[src/rtl/apr_pkg.sv]
// ----------------------------------------------------------------------------
// apr_pkg
// types and constants of the ata pio request sequencer
// ----------------------------------------------------------------------------
package apr_pkg;

    localparam int QUEUE_DEPTH_DEF = 16;

    // result kinds
    localparam logic [2:0] OK_REGW = 3'd0;
    localparam logic [2:0] OK_DOUT = 3'd1;
    localparam logic [2:0] OK_DIN  = 3'd2;
    localparam logic [2:0] OK_DONE = 3'd3;
    localparam logic [2:0] OK_REJ  = 3'd4;

    // task file ports
    localparam logic [9:0] PORT_CTL   = 10'h3f6;
    localparam logic [9:0] PORT_CNT   = 10'h1f2;
    localparam logic [9:0] PORT_LBA0  = 10'h1f3;
    localparam logic [9:0] PORT_LBA1  = 10'h1f4;
    localparam logic [9:0] PORT_LBA2  = 10'h1f5;
    localparam logic [9:0] PORT_DEV   = 10'h1f6;
    localparam logic [9:0] PORT_CMD   = 10'h1f7;

    localparam logic [7:0] OPC_WR_SECTORS = 8'h30;
    localparam logic [7:0] OPC_RD_SECTORS = 8'h20;
    localparam logic [2:0] DEV_LBA    = 3'b111;
    localparam logic [7:0] ST_FAIL    = 8'h21;

    typedef struct packed {
        logic [7:0]  tag;
        logic [27:0] sector;
        logic        drive;
        logic        is_write;
    } t_entry;

    typedef struct packed {
        logic [2:0] out_kind;
        logic [9:0] port;
        logic [7:0] value;
        logic [7:0] done_tag;
        logic       last;
    } t_res;

endpackage

[src/rtl/apr_if.sv]
// ----------------------------------------------------------------------------
// apr_if
// request/interrupt channel and result channel
// ----------------------------------------------------------------------------
interface apr_req_if;
    logic        valid;
    logic        ready;
    logic        kind;
    logic [7:0]  tag;
    logic [27:0] sector;
    logic        drive;
    logic        is_write;
    logic [7:0]  status;

    modport source (output valid, kind, tag, sector, drive, is_write, status, input ready);
    modport sink   (input valid, kind, tag, sector, drive, is_write, status, output ready);
endinterface

interface apr_res_if;
    logic       valid;
    logic       ready;
    logic [2:0] out_kind;
    logic [9:0] port;
    logic [7:0] value;
    logic [7:0] done_tag;
    logic       last;

    modport source (output valid, out_kind, port, value, done_tag, last, input ready);
    modport sink   (input valid, out_kind, port, value, done_tag, last, output ready);
endinterface

[src/rtl/ata_pio_request_sequencer.sv]
// ----------------------------------------------------------------------------
// ata_pio_request_sequencer
// lba28 pio request queue, emits task file writes and completions
// ----------------------------------------------------------------------------
//  channel   dir  handshake      payload
//  i_req     in   valid/ready    kind tag sector drive is_write status
//  o_res     out  valid/ready    out_kind port value done_tag last
//  i_cfg     in   write enable   second_drive_present
//
//  one item in flight: a request gives up to 8 results, an interrupt up to
//  10 and first passes a load state for the ram read of the head entry.
//  results leave one per cycle through an output register, stalls on o_res
//  hold the sequencer. reset is synchronous and needs no clearing pass: only
//  live queue entries are ever read.
// ----------------------------------------------------------------------------
module ata_pio_request_sequencer #(
    parameter int QUEUE_DEPTH = apr_pkg::QUEUE_DEPTH_DEF
) (
    input  logic            i_clk,
    input  logic            i_rst_n,
    input  logic            i_cfg_we,
    input  logic            i_cfg_wdata,
    apr_req_if.sink         i_req,
    apr_res_if.source       o_res
);

    localparam int PTR_W = $clog2(QUEUE_DEPTH);
    localparam int CNT_W = $clog2(QUEUE_DEPTH + 1);
    localparam int ENT_W = $bits(apr_pkg::t_entry);

    typedef enum logic [2:0] {
        ST_IDLE = 3'b001,
        ST_LOAD = 3'b010,
        ST_EMIT = 3'b100
    } t_state;

    typedef enum logic [3:0] {
        SP_REJ, SP_DIN, SP_DONE, SP_CTL, SP_CNT, SP_LBA0,
        SP_LBA1, SP_LBA2, SP_DEV, SP_CMD, SP_DOUT
    } t_step;

    t_state              r_state, n_state;
    t_step               r_step, n_step;
    apr_pkg::t_entry     r_ent, n_ent;
    logic                r_st_ok, n_st_ok;
    logic                r_more, n_more;
    logic [PTR_W-1:0]    r_head, n_head;
    logic [PTR_W-1:0]    r_tail, n_tail;
    logic [CNT_W-1:0]    r_count, n_count;
    logic                r_sdp;
    logic                r_ovalid, n_ovalid;
    apr_pkg::t_res       r_out, n_out;

    apr_pkg::t_entry     w_in;
    apr_pkg::t_entry     w_rd;
    apr_pkg::t_res       w_res;
    logic [ENT_W-1:0]    w_rdata;
    logic                w_acc, w_slot, w_rej, w_we, w_emit;
    logic [PTR_W-1:0]    w_head_nx, w_tail_nx;

    // ram reads the head every cycle; writes only happen while idle, so the
    // head data is settled by the time it is used
    apr_ram #(
        .WIDTH (ENT_W),
        .DEPTH (QUEUE_DEPTH)
    ) u_ram (
        .i_clk   (i_clk),
        .i_we    (w_we),
        .i_waddr (r_tail),
        .i_wdata (w_in),
        .i_raddr (r_head),
        .o_rdata (w_rdata)
    );

    assign w_rd   = apr_pkg::t_entry'(w_rdata);
    assign w_in   = '{tag: i_req.tag, sector: i_req.sector,
                      drive: i_req.drive, is_write: i_req.is_write};

    assign i_req.ready = (r_state == ST_IDLE);
    assign w_acc  = i_req.valid && i_req.ready;
    assign w_slot = !r_ovalid || o_res.ready;
    assign w_rej  = (i_req.drive && !r_sdp) || (r_count == CNT_W'(QUEUE_DEPTH));

    assign w_head_nx = (r_head == PTR_W'(QUEUE_DEPTH - 1)) ? '0 : r_head + 1'b1;
    assign w_tail_nx = (r_tail == PTR_W'(QUEUE_DEPTH - 1)) ? '0 : r_tail + 1'b1;

    always_comb begin
        n_state = r_state;
        n_step  = r_step;
        n_ent   = r_ent;
        n_st_ok = r_st_ok;
        n_more  = r_more;
        n_head  = r_head;
        n_tail  = r_tail;
        n_count = r_count;
        w_we    = 1'b0;
        w_emit  = 1'b0;
        w_res   = '0;

        case (r_state)
            ST_IDLE: begin
                if (w_acc) begin
                    if (!i_req.kind) begin
                        if (w_rej) begin
                            n_ent   = w_in;
                            n_step  = SP_REJ;
                            n_state = ST_EMIT;
                        end else begin
                            w_we    = 1'b1;
                            n_tail  = w_tail_nx;
                            n_count = r_count + 1'b1;
                            if (r_count == '0) begin
                                n_ent   = w_in;
                                n_step  = SP_CTL;
                                n_state = ST_EMIT;
                            end
                        end
                    end else if (r_count != '0) begin
                        n_head  = w_head_nx;
                        n_count = r_count - 1'b1;
                        n_st_ok = (i_req.status & apr_pkg::ST_FAIL) == '0;
                        n_more  = (r_count != CNT_W'(1));
                        n_state = ST_LOAD;
                    end
                end
            end
            ST_LOAD: begin
                n_ent   = w_rd;
                n_step  = (!w_rd.is_write && r_st_ok) ? SP_DIN : SP_DONE;
                n_state = ST_EMIT;
            end
            ST_EMIT: begin
                if (w_slot) begin
                    w_emit = 1'b1;
                    case (r_step)
                        SP_REJ: begin
                            w_res.out_kind = apr_pkg::OK_REJ;
                            w_res.done_tag = r_ent.tag;
                            w_res.last     = 1'b1;
                            n_state        = ST_IDLE;
                        end
                        SP_DIN: begin
                            w_res.out_kind = apr_pkg::OK_DIN;
                            w_res.done_tag = r_ent.tag;
                            n_step         = SP_DONE;
                        end
                        SP_DONE: begin
                            w_res.out_kind = apr_pkg::OK_DONE;
                            w_res.done_tag = r_ent.tag;
                            w_res.last     = !r_more;
                            // ram already holds the new head at this point
                            if (r_more) begin
                                n_ent  = w_rd;
                                n_step = SP_CTL;
                            end else begin
                                n_state = ST_IDLE;
                            end
                        end
                        SP_CTL: begin
                            w_res.port = apr_pkg::PORT_CTL;
                            n_step     = SP_CNT;
                        end
                        SP_CNT: begin
                            w_res.port  = apr_pkg::PORT_CNT;
                            w_res.value = 8'd1;
                            n_step      = SP_LBA0;
                        end
                        SP_LBA0: begin
                            w_res.port  = apr_pkg::PORT_LBA0;
                            w_res.value = r_ent.sector[7:0];
                            n_step      = SP_LBA1;
                        end
                        SP_LBA1: begin
                            w_res.port  = apr_pkg::PORT_LBA1;
                            w_res.value = r_ent.sector[15:8];
                            n_step      = SP_LBA2;
                        end
                        SP_LBA2: begin
                            w_res.port  = apr_pkg::PORT_LBA2;
                            w_res.value = r_ent.sector[23:16];
                            n_step      = SP_DEV;
                        end
                        SP_DEV: begin
                            w_res.port  = apr_pkg::PORT_DEV;
                            w_res.value = {apr_pkg::DEV_LBA, r_ent.drive,
                                           r_ent.sector[27:24]};
                            n_step      = SP_CMD;
                        end
                        SP_CMD: begin
                            w_res.port  = apr_pkg::PORT_CMD;
                            w_res.value = r_ent.is_write ? apr_pkg::OPC_WR_SECTORS
                                                         : apr_pkg::OPC_RD_SECTORS;
                            w_res.last  = !r_ent.is_write;
                            if (r_ent.is_write) begin
                                n_step = SP_DOUT;
                            end else begin
                                n_state = ST_IDLE;
                            end
                        end
                        SP_DOUT: begin
                            w_res.out_kind = apr_pkg::OK_DOUT;
                            w_res.done_tag = r_ent.tag;
                            w_res.last     = 1'b1;
                            n_state        = ST_IDLE;
                        end
                        default: begin
                            n_state = ST_IDLE;
                        end
                    endcase
                end
            end
            default: begin
                n_state = ST_IDLE;
            end
        endcase

        n_ovalid = w_emit ? 1'b1 : (o_res.ready ? 1'b0 : r_ovalid);
        n_out    = w_emit ? w_res : r_out;
    end

    always_ff @(posedge i_clk) begin
        if (!i_rst_n) begin
            r_state  <= ST_IDLE;
            r_step   <= SP_REJ;
            r_head   <= '0;
            r_tail   <= '0;
            r_count  <= '0;
            r_sdp    <= 1'b0;
            r_ovalid <= 1'b0;
        end else begin
            r_state  <= n_state;
            r_step   <= n_step;
            r_head   <= n_head;
            r_tail   <= n_tail;
            r_count  <= n_count;
            r_ovalid <= n_ovalid;
            if (i_cfg_we) begin
                r_sdp <= i_cfg_wdata;
            end
        end
    end

    always_ff @(posedge i_clk) begin
        r_ent   <= n_ent;
        r_st_ok <= n_st_ok;
        r_more  <= n_more;
        r_out   <= n_out;
    end

    assign o_res.valid    = r_ovalid;
    assign o_res.out_kind = r_out.out_kind;
    assign o_res.port     = r_out.port;
    assign o_res.value    = r_out.value;
    assign o_res.done_tag = r_out.done_tag;
    assign o_res.last     = r_out.last;

endmodule

[src/rtl/apr_ram.sv]
// ----------------------------------------------------------------------------
// apr_ram
// simple dual port ram, one write and one registered read port
// ----------------------------------------------------------------------------
module apr_ram #(
    parameter int WIDTH = 8,
    parameter int DEPTH = 16
) (
    input  logic                     i_clk,
    input  logic                     i_we,
    input  logic [$clog2(DEPTH)-1:0] i_waddr,
    input  logic [WIDTH-1:0]         i_wdata,
    input  logic [$clog2(DEPTH)-1:0] i_raddr,
    output logic [WIDTH-1:0]         o_rdata
);

    logic [WIDTH-1:0] r_mem [DEPTH];
    logic [WIDTH-1:0] r_rdata;

    always_ff @(posedge i_clk) begin
        if (i_we) begin
            r_mem[i_waddr] <= i_wdata;
        end
        r_rdata <= r_mem[i_raddr];
    end

    assign o_rdata = r_rdata;

endmodule

[src/flat_wrapper.sv]
// flat-port wrapper written by rule: the top's interface ports become plain ports
module ata_pio_request_sequencer_flat 
#(
    parameter int QUEUE_DEPTH = apr_pkg::QUEUE_DEPTH_DEF
)
  (i_clk, i_rst_n, i_cfg_we, i_cfg_wdata, i_req_valid, i_req_kind, i_req_tag, i_req_sector, i_req_drive, i_req_is_write, i_req_status, i_req_ready, o_res_valid, o_res_out_kind, o_res_port, o_res_value, o_res_done_tag, o_res_last, o_res_ready);
  apr_req_if i_req_i ();
  apr_res_if o_res_i ();
  input  logic i_clk;
  input  logic i_rst_n;
  input  logic i_cfg_we;
  input  logic i_cfg_wdata;
  input wire logic [$bits(i_req_i.valid)-1:0] i_req_valid;
  input wire logic [$bits(i_req_i.kind)-1:0] i_req_kind;
  input wire logic [$bits(i_req_i.tag)-1:0] i_req_tag;
  input wire logic [$bits(i_req_i.sector)-1:0] i_req_sector;
  input wire logic [$bits(i_req_i.drive)-1:0] i_req_drive;
  input wire logic [$bits(i_req_i.is_write)-1:0] i_req_is_write;
  input wire logic [$bits(i_req_i.status)-1:0] i_req_status;
  output wire logic [$bits(i_req_i.ready)-1:0] i_req_ready;
  output wire logic [$bits(o_res_i.valid)-1:0] o_res_valid;
  output wire logic [$bits(o_res_i.out_kind)-1:0] o_res_out_kind;
  output wire logic [$bits(o_res_i.port)-1:0] o_res_port;
  output wire logic [$bits(o_res_i.value)-1:0] o_res_value;
  output wire logic [$bits(o_res_i.done_tag)-1:0] o_res_done_tag;
  output wire logic [$bits(o_res_i.last)-1:0] o_res_last;
  input wire logic [$bits(o_res_i.ready)-1:0] o_res_ready;
  assign i_req_i.valid = i_req_valid;
  assign i_req_i.kind = i_req_kind;
  assign i_req_i.tag = i_req_tag;
  assign i_req_i.sector = i_req_sector;
  assign i_req_i.drive = i_req_drive;
  assign i_req_i.is_write = i_req_is_write;
  assign i_req_i.status = i_req_status;
  assign i_req_ready = i_req_i.ready;
  assign o_res_valid = o_res_i.valid;
  assign o_res_out_kind = o_res_i.out_kind;
  assign o_res_port = o_res_i.port;
  assign o_res_value = o_res_i.value;
  assign o_res_done_tag = o_res_i.done_tag;
  assign o_res_last = o_res_i.last;
  assign o_res_i.ready = o_res_ready;
  ata_pio_request_sequencer #(.QUEUE_DEPTH(QUEUE_DEPTH)) u_core (.i_clk(i_clk), .i_rst_n(i_rst_n), .i_cfg_we(i_cfg_we), .i_cfg_wdata(i_cfg_wdata), .i_req(i_req_i), .o_res(o_res_i));
endmodule
[config.mk]
export PLATFORM = sky130hd
export DESIGN_NAME = ata_pio_request_sequencer_flat
export DESIGN_NICKNAME = d
export VERILOG_FILES = /design/src/rtl/apr_pkg.sv /design/src/rtl/apr_if.sv /design/src/rtl/ata_pio_request_sequencer.sv /design/src/rtl/apr_ram.sv /design/src/flat_wrapper.sv
export SDC_FILE = /design/constraint.sdc
export NUM_CORES = 1
export LEC_CHECK = 0
export ABC_AREA = 1
export BUFFER_PORTS_ARGS = -buffer_cell sky130_fd_sc_hd__buf_2
export CAP_MARGIN = 20
export CORE_MARGIN = 2
export CORE_UTILIZATION = 45
export CTS_BUF_LIST = sky130_fd_sc_hd__clkbuf_4 sky130_fd_sc_hd__clkbuf_8
export DETAILED_ROUTE_END_ITERATION = 16
export HOLD_SLACK_MARGIN = 0.06
export PLACE_DENSITY = 0.62
export SLEW_MARGIN = 25
export SYNTH_ARGS = -nofsm -noshare
export SYNTH_HDL_FRONTEND = slang
export SYNTH_HIERARCHICAL = 1
export SYNTH_SLANG_ARGS = --single-unit
[constraint.sdc]
create_clock -name i_clk -period 4.5 [get_ports i_clk]
set_clock_uncertainty 0.05 [all_clocks]
set_input_delay 0.45 -clock i_clk [delete_from_list [all_inputs] [get_ports i_clk]]
set_output_delay 0.45 -clock i_clk [all_outputs]
set_load 0.01 [all_outputs]
==> out/results.tsv, run 1 <==
stage	metric	value	unit
cts	Clk Latency, worst-skew pair	0.74	ns
timing	Slew HR	0.2689	
placement	Cell Count Post-Placement	3929	
logic_synthesis	top-count cell post-synth	nand2_1	
critical_path	Worst R2R Start	u_core/r_count[0]	
logic_synthesis	largest area contributor in the netlist	edfxtp_1	
critical_path	Reg2Reg Depth	10	
global_routing	M2 GR Usage	0.3459	
logic_synthesis	most frequent cells after synthesis	980 x nand2_1, 673 x edfxtp_1, 509 x nand3_1	
timing	setup violators final	0	
logic_synthesis	Synth cell types	37	
timing	min cycle time layout	3.294	ns
critical_path	crit path kind	reg2reg	
detailed_routing	drt pass-1 iters	5	
global_routing	largest net degree at the start of global routing	156	
worst_hold_path	Hold Path Origin	i_req_sector[9]	
timing	worst hold margin	0.1182	ns
critical_path	reg-to-reg endpoint	u_core/u_ram/r_mem[15][5]	
power	total power	16.06	mW
worst_hold_path	Hold Path Sink	u_core/u_ram/r_mem[2][11]	
floorplanning	Die X	267.7	um
global_routing	met1 usage	0.2924	
logic_synthesis	Seq cells post-synth	733	
placement	Port Buffers	77	
cells_and_area	fraction of layout cells with a size suffix above 1	0.1174	
cts	PostCTS Resize Cnt	0	
power	Clk pwr share	0.365	
worst_hold_path	hold depth	1	
critical_path	setup slack, reg-to-reg	1.21	ns
power	power per cell area	452.8	mW/mm^2
logic_synthesis	sequential fraction of the synthesis area	0.6843	
logic_synthesis	Yosys top cell area share	0.6459	
cts	CTS sink cnt	733	
global_routing	gr usage total	0.2122	
cts	Post-CTS Setup Bufs	0	
global_routing	number of global-route vias before repair	20080	
cts	clock root buffer	clkbuf_8	
floorplanning	chip height	267.7	um
cells_and_area	Nets	3219	
detailed_routing	DR DRC count	0	
floorplanning	Die Area	0.07165	mm^2
cells_and_area	multi-input logic area	0.007241	mm^2
global_routing	first-pass GRT wire length	115300	um
cts	Reg clk slew, reported paths	0.07	ns
timing	RSZ-0062 raised after global routing	false	
timing	PnR worst setup slack	1.206	ns
cells_and_area	Area Overhead vs Synth	13.38	%
placement	gpl congestion	0.8247	
global_routing	total grt overflow	0	
logic_synthesis	Main synth FF type	edfxtp_1	
timing	final number of hold-violating endpoints	0	
worst_hold_path	Hold WC Path Type	in2reg	
power	logic gate share of total power	0.133	
placement	Setup WS pre-CTS	1.238	ns
global_routing	Most Crowded Layer GR	met2	
critical_path	CP arrival	3.64	ns
global_routing	antenna violations before repair	1	
cts	number of CTS-inserted buffers	116	
critical_path	critical path fanouts, max	18	
timing	Worst-Margin Slew	1.095	ns
power	switching share of power	0.2669	
detailed_routing	post-route antenna net violation count	0	
global_routing	met3 Use GR	0.03365	
floorplanning	Initial Util	0.4554	
power	Leak	14.88	nW
critical_path	worst path required time	4.84	ns
detailed_routing	DR vias/cell	5.064	
critical_path	startpoint types	flip-flop	
detailed_routing	Vias	21240	
logic_synthesis	YS warnings	6	
logic_synthesis	Cell Area, Synth	0.03129	mm^2
cts	H-tree depth	3	
logic_synthesis	synth top area cells	edfxtp_1 65%, nand2_1 12%, nand3_1 8.1%	
logic_synthesis	Net Count, Synth	3083	
detailed_routing	Routed wire per std cell	18.03	um
logic_synthesis	share of flip-flops with an asynchronous set or reset	0	
cells_and_area	sequential cell area	0.02142	mm^2
power	Internal	11.77	mW
logic_synthesis	Syn Area/Cell	10.34	um^2
cells_and_area	Layout Cells excl Fill	4195	
timing	Final Slew Violations	0	
placement	HPWL Detailed	40030	um
floorplanning	Top Ports	85	
floorplanning	Site Rows	96	
logic_synthesis	Mapped Cells	3025	
cts	Hold Buf Count CTS	44	
power	net switching power	4.287	mW
power	Peak VDD IR	0.2139	mV
cells_and_area	Fillers	6116	
timing	FMAX	303.6	MHz
timing	period utilization	0.7319	
power	sequential power share	0.502	
cts	Clock Path Buffers	3	
detailed_routing	WL final	75650	um
floorplanning	core footprint	0.06871	mm^2
outcome	outcome	complete, no violations	
detailed_routing	Initial DRC Count	1944	
timing	setup tns final	0	ns
cts	CTS tree	built	
critical_path	crit path capture type	flip-flop	
flow_run	maxcap violations	0	
logic_synthesis	EDFF count, synth	673	
-- worst max-delay path: stages, from the launching register on --
cell	delay, ns
dfxtp_1	0.40
inv_1	0.10
ha_1	0.27
nand2_2	0.13
o21ai_1	0.09
inv_1	0.10
nand2_4	0.09
inv_2	0.16
nand3_1	0.34
nor2_4	0.82
buf_4	0.40
-- metrics by stage --
step                  util  area (um^2)
floorplan                -        31290
global placement    0.4734        32530
detailed placement  0.4735        32530
CTS                 0.5158        35440
global route        0.5163        35470
finish              0.5163        35470
-- power by group through the flow --
stage               registers (mW)  clock network (mW)  logic, mW
global route                  8.09                6.31       2.39
detailed placement            8.21                   0       2.09
CTS                           8.06                6.00       2.13
finish                        8.06                5.86       2.14
global placement              8.20                   0       2.04
floorplan                     8.15                   0       1.52
-- cells in the final DEF (no fill, tap or decap), drive strengths merged, types with 8 or more instances in the layout --
master,netlist,routed
inv,506,508
clkinv,1,34
buf,125,119
nand2,988,988
nand3,510,510
a21oi,19,19
edfxtp,673,673
nor2,77,77
clkbuf,20,177
dfxtp,60,60
o21ai,14,14
a41oi,8,8
dlygate4sd3,0,44
-- final cells by class --
type	count	area share
repair buffers	163	0.03555
flip-flops and latches	733	0.6039
clock buffers	177	0.05950
inverters	507	0.05400
well taps	931	0.03284
diodes	2	0.0001411
multi-input cells	1640	0.2041
clock inverters	42	0.009946
-- worst max-delay path by stage --
stage	start	endpoint	slack, ns	cells after the start
detailed placement	u_core/r_count[0]	u_core/u_ram/r_mem[15][14]	1.24	10
global placement	u_core/r_count[0]	u_core/u_ram/r_mem[15][18]	1.30	10
global route	u_core/r_count[0]	u_core/u_ram/r_mem[4][11]	1.07	10
floorplan	u_core/r_count[0]	u_core/u_ram/r_mem[11][0]	1.12	9
CTS	u_core/r_count[0]	u_core/u_ram/r_mem[15][5]	1.20	10
finish	u_core/r_count[0]	u_core/u_ram/r_mem[15][5]	1.21	10
-- cells by family after synthesis --
kind of cell               share of synthesized area
AOI/OAI and AO/OA                           0.009038
xor gates and xnor gates                    0.001960
adders and majority gates                   0.002000
buffers and inverters                        0.08842
DFF                                           0.6843
other                                      0.0001199
and+or+nand+nor                               0.2141
-- per-layer routing --
metal | routed length, um | part of all wire | vias up
li1 | - | - | 10100
met1 | 32860 | 0.43 | 10250
met2 | 35750 | 0.47 | 770
met3 | 5495 | 0.073 | 128
met4 | 1548 | 0.020 | 0
met5 | 0 | 0 | -
-- flip-flops by register name (all words and copies together), names as in the netlist, 3 cells and up --
register               flops
u_core/o_res.out_kind      3
u_core/o_res.port          5
u_core/r_count             5
u_core/o_res.value         8
u_core/u_ram/r_mem       608
u_core/r_head              4
u_core/r_state             3
u_core/r_tail              4
u_core/r_ent              38
u_core/r_step              4
u_core/u_ram/o_rdata      38
u_core/o_res.done_tag      8
No activity file was read; power rests on OpenSTA's default activity.
==> run 2, diff against run 1 <==
clock period = 3.41 ns   (was 4.5 ns; I/O delays follow)
==> run 2 against run 1 <==
- via count grew 0.30%
- non-clock buffer count grew 8
- clock power grew 29%
- critical path depth is the same
- worst setup slack lost 0.71 ns
- register-to-register slack lost 0.71 ns
- combinational power grew 36%
- flip-flop and latch count is the same
- largest power group unchanged
==> out/results.tsv, run 2 (same netlist as run 1, synthesis figures left out) <==
stage	metric	value	unit	change
outcome	outcome	complete, no violations		
timing	setup violators final	0		unchanged
cts	Clk Latency, worst-skew pair	0.75	ns	about the same
worst_hold_path	hold depth	3		+2
floorplanning	chip height	267.7	um	unchanged
cells_and_area	Largest register FFs	608		unchanged
detailed_routing	Vias	21310		+0.30%
timing	Slew HR	0.3281		+0.05923
power	net switching power	5.797	mW	+35%
cts	H-tree depth	3		unchanged
power	Peak VDD IR	0.3301	mV	+54%
critical_path	CP arrival	3.30	ns	-0.34 ns
global_routing	largest net degree at the start of global routing	156		unchanged
detailed_routing	drt pass-1 iters	8		+3
cells_and_area	largest register by flop count	u_core/u_ram/r_mem		
power	switching share of power	0.2738		+0.006908
cts	Hold Buf Count CTS	47		+6.8%
floorplanning	Die Area	0.07165	mm^2	unchanged
cts	Clock Path Buffers	3		unchanged
detailed_routing	Routed wire per std cell	18.08	um	+0.27%
cts	PostCTS Resize Cnt	0		unchanged
cells_and_area	Area Overhead vs Synth	13.70	%	
cells_and_area	Layout Cells excl Fill	4208		+0.31%
critical_path	setup slack, reg-to-reg	0.50	ns	-0.71 ns
critical_path	reg-to-reg endpoint	u_core/u_ram/r_mem[2][34]		
cells_and_area	Nets	3229		+0.31%
critical_path	startpoint types	flip-flop		
cells_and_area	fraction of layout cells with a size suffix above 1	0.1187		+0.001330
detailed_routing	DR vias/cell	5.063		about the same
power	Internal	15.37	mW	+31%
power	Clk pwr share	0.358		-0.007
worst_hold_path	Hold Path Origin	i_req_status[5]		
placement	gpl congestion	0.8323		+0.92%
detailed_routing	Initial DRC Count	1933		-0.57%
cts	Reg clk slew, reported paths	0.06	ns	about the same
cts	CTS sink cnt	733		unchanged
detailed_routing	DR DRC count	0		unchanged
global_routing	gr usage total	0.2138		+0.001605
power	logic gate share of total power	0.137		+0.004
floorplanning	core footprint	0.06871	mm^2	unchanged
cts	clock root buffer	clkbuf_8		
power	Leak	14.94	nW	+0.42%
timing	setup tns final	0	ns	unchanged
critical_path	crit path kind	reg2reg		
global_routing	first-pass GRT wire length	116400	um	+0.95%
floorplanning	Top Ports	85		unchanged
cts	number of CTS-inserted buffers	118		+1.7%
floorplanning	Site Rows	96		unchanged
timing	Worst-Margin Slew	1.008	ns	-0.08725 ns
cts	CTS tree	built		
placement	HPWL Detailed	40800	um	+1.9%
global_routing	number of global-route vias before repair	20510		+2.1%
flow_run	maxcap violations	0		unchanged
critical_path	crit path capture type	flip-flop		
timing	final number of hold-violating endpoints	0		unchanged
critical_path	critical path fanouts, max	10		-8
global_routing	antenna violations before repair	1		unchanged
global_routing	total grt overflow	0		unchanged
timing	FMAX	343.1	MHz	+13%
critical_path	worst path required time	3.80	ns	-1.04 ns
detailed_routing	post-route antenna net violation count	0		unchanged
critical_path	Worst R2R Start	u_core/r_count[0]		
floorplanning	Die X	267.7	um	unchanged
timing	min cycle time layout	2.915	ns	-0.3790 ns
power	power per cell area	595.0	mW/mm^2	+31%
cells_and_area	commonest non-fill, non-tap cell in the layout	nand2_1		
placement	Cell Count Post-Placement	3935		+0.15%
timing	Final Slew Violations	0		unchanged
power	sequential power share	0.505		+0.003
timing	RSZ-0062 raised after global routing	false		
detailed_routing	WL final	76090	um	+0.58%
cells_and_area	most frequent cells in the layout	979 x nand2_1, 673 x edfxtp_1, 509 x nand3_1		
worst_hold_path	Hold Path Sink	u_core/r_st_ok		
critical_path	Reg2Reg Depth	10		unchanged
cells_and_area	cell area after layout	0.03557	mm^2	+0.28%
worst_hold_path	Hold WC Path Type	in2reg		
placement	Area after DPL	0.03269	mm^2	+0.48%
floorplanning	Initial Util	0.4554		unchanged
cts	Post-CTS Setup Bufs	0		unchanged
timing	period utilization	0.8547		+0.1228
placement	Port Buffers	77		unchanged
[run 2: area by class of cell]
class | count | area, um^2
clock buffers | 175 | 2102
fillers | 6111 | 33130
diodes | 1 | 2.502
clock inverters | 50 | 310.3
well taps | 931 | 1165
repair buffers | 171 | 1421
inverters | 507 | 1916
flip-flops and latches | 733 | 21420
multi-input cells | 1640 | 7234
[run 2: how the worst max path moves through the flow]
stage                      start                   endpoint  slack (ns)  cells past startpoint
4_1_cts        u_core/r_count[0]  u_core/u_ram/r_mem[2][26]        0.51                     10
3_5_place_dp   u_core/r_count[0]  u_core/u_ram/r_mem[2][31]        0.50                     10
5_1_grt        u_core/r_count[0]  u_core/u_ram/r_mem[2][34]        0.36                     10
3_3_place_gp   u_core/r_count[0]  u_core/u_ram/r_mem[2][33]        0.61                     10
2_1_floorplan  u_core/r_count[0]  u_core/u_ram/r_mem[11][0]        0.03                      9
6_report       u_core/r_count[0]  u_core/u_ram/r_mem[2][34]        0.50                     10
[run 2: power by group through the flow]
stage	sequential, mW	combinational (mW)	clock [mW]
2_1_floorplan	10.8	2.00	0
5_1_grt	10.7	3.23	8.16
3_5_place_dp	10.9	2.83	0
6_report	10.7	2.90	7.58
3_3_place_gp	10.9	2.78	0
4_1_cts	10.7	2.89	7.77
[run 2: worst max-delay path: stages, from the launching register on]
cell,delay (ns)
dfxtp_1,0.41
inv_1,0.11
ha_1,0.27
nand2_2,0.13
o21ai_1,0.09
inv_1,0.10
nand2_4,0.10
inv_2,0.16
nand3_1,0.36
nor2_4,0.53
buf_4,0.30
[run 2: per-layer routing]
metal | up-vias | track usage | share of wire
li1 | 10120 | - | -
met5 | - | 0 | 0
met3 | 125 | 0.03522 | 0.079
met4 | 0 | 0.06704 | 0.020
met2 | 846 | 0.3597 | 0.48
met1 | 10220 | 0.2841 | 0.42
[run 2: per-stage QoR]
step | worst slack (ns) | hold WS [ns] | power (mW) | utilization
finish | 0.4954 | 0.3778 | 21.17 | 0.5178
floorplan | 0.02958 | 0.3899 | 12.75 | -
CTS | 0.5051 | 0.3088 | 21.34 | 0.5177
global route | 0.3554 | 0.3571 | 22.09 | 0.5178
detailed placement | 0.5005 | 0.4433 | 13.70 | 0.4758
global placement | 0.6054 | 0.4385 | 13.64 | 0.4757
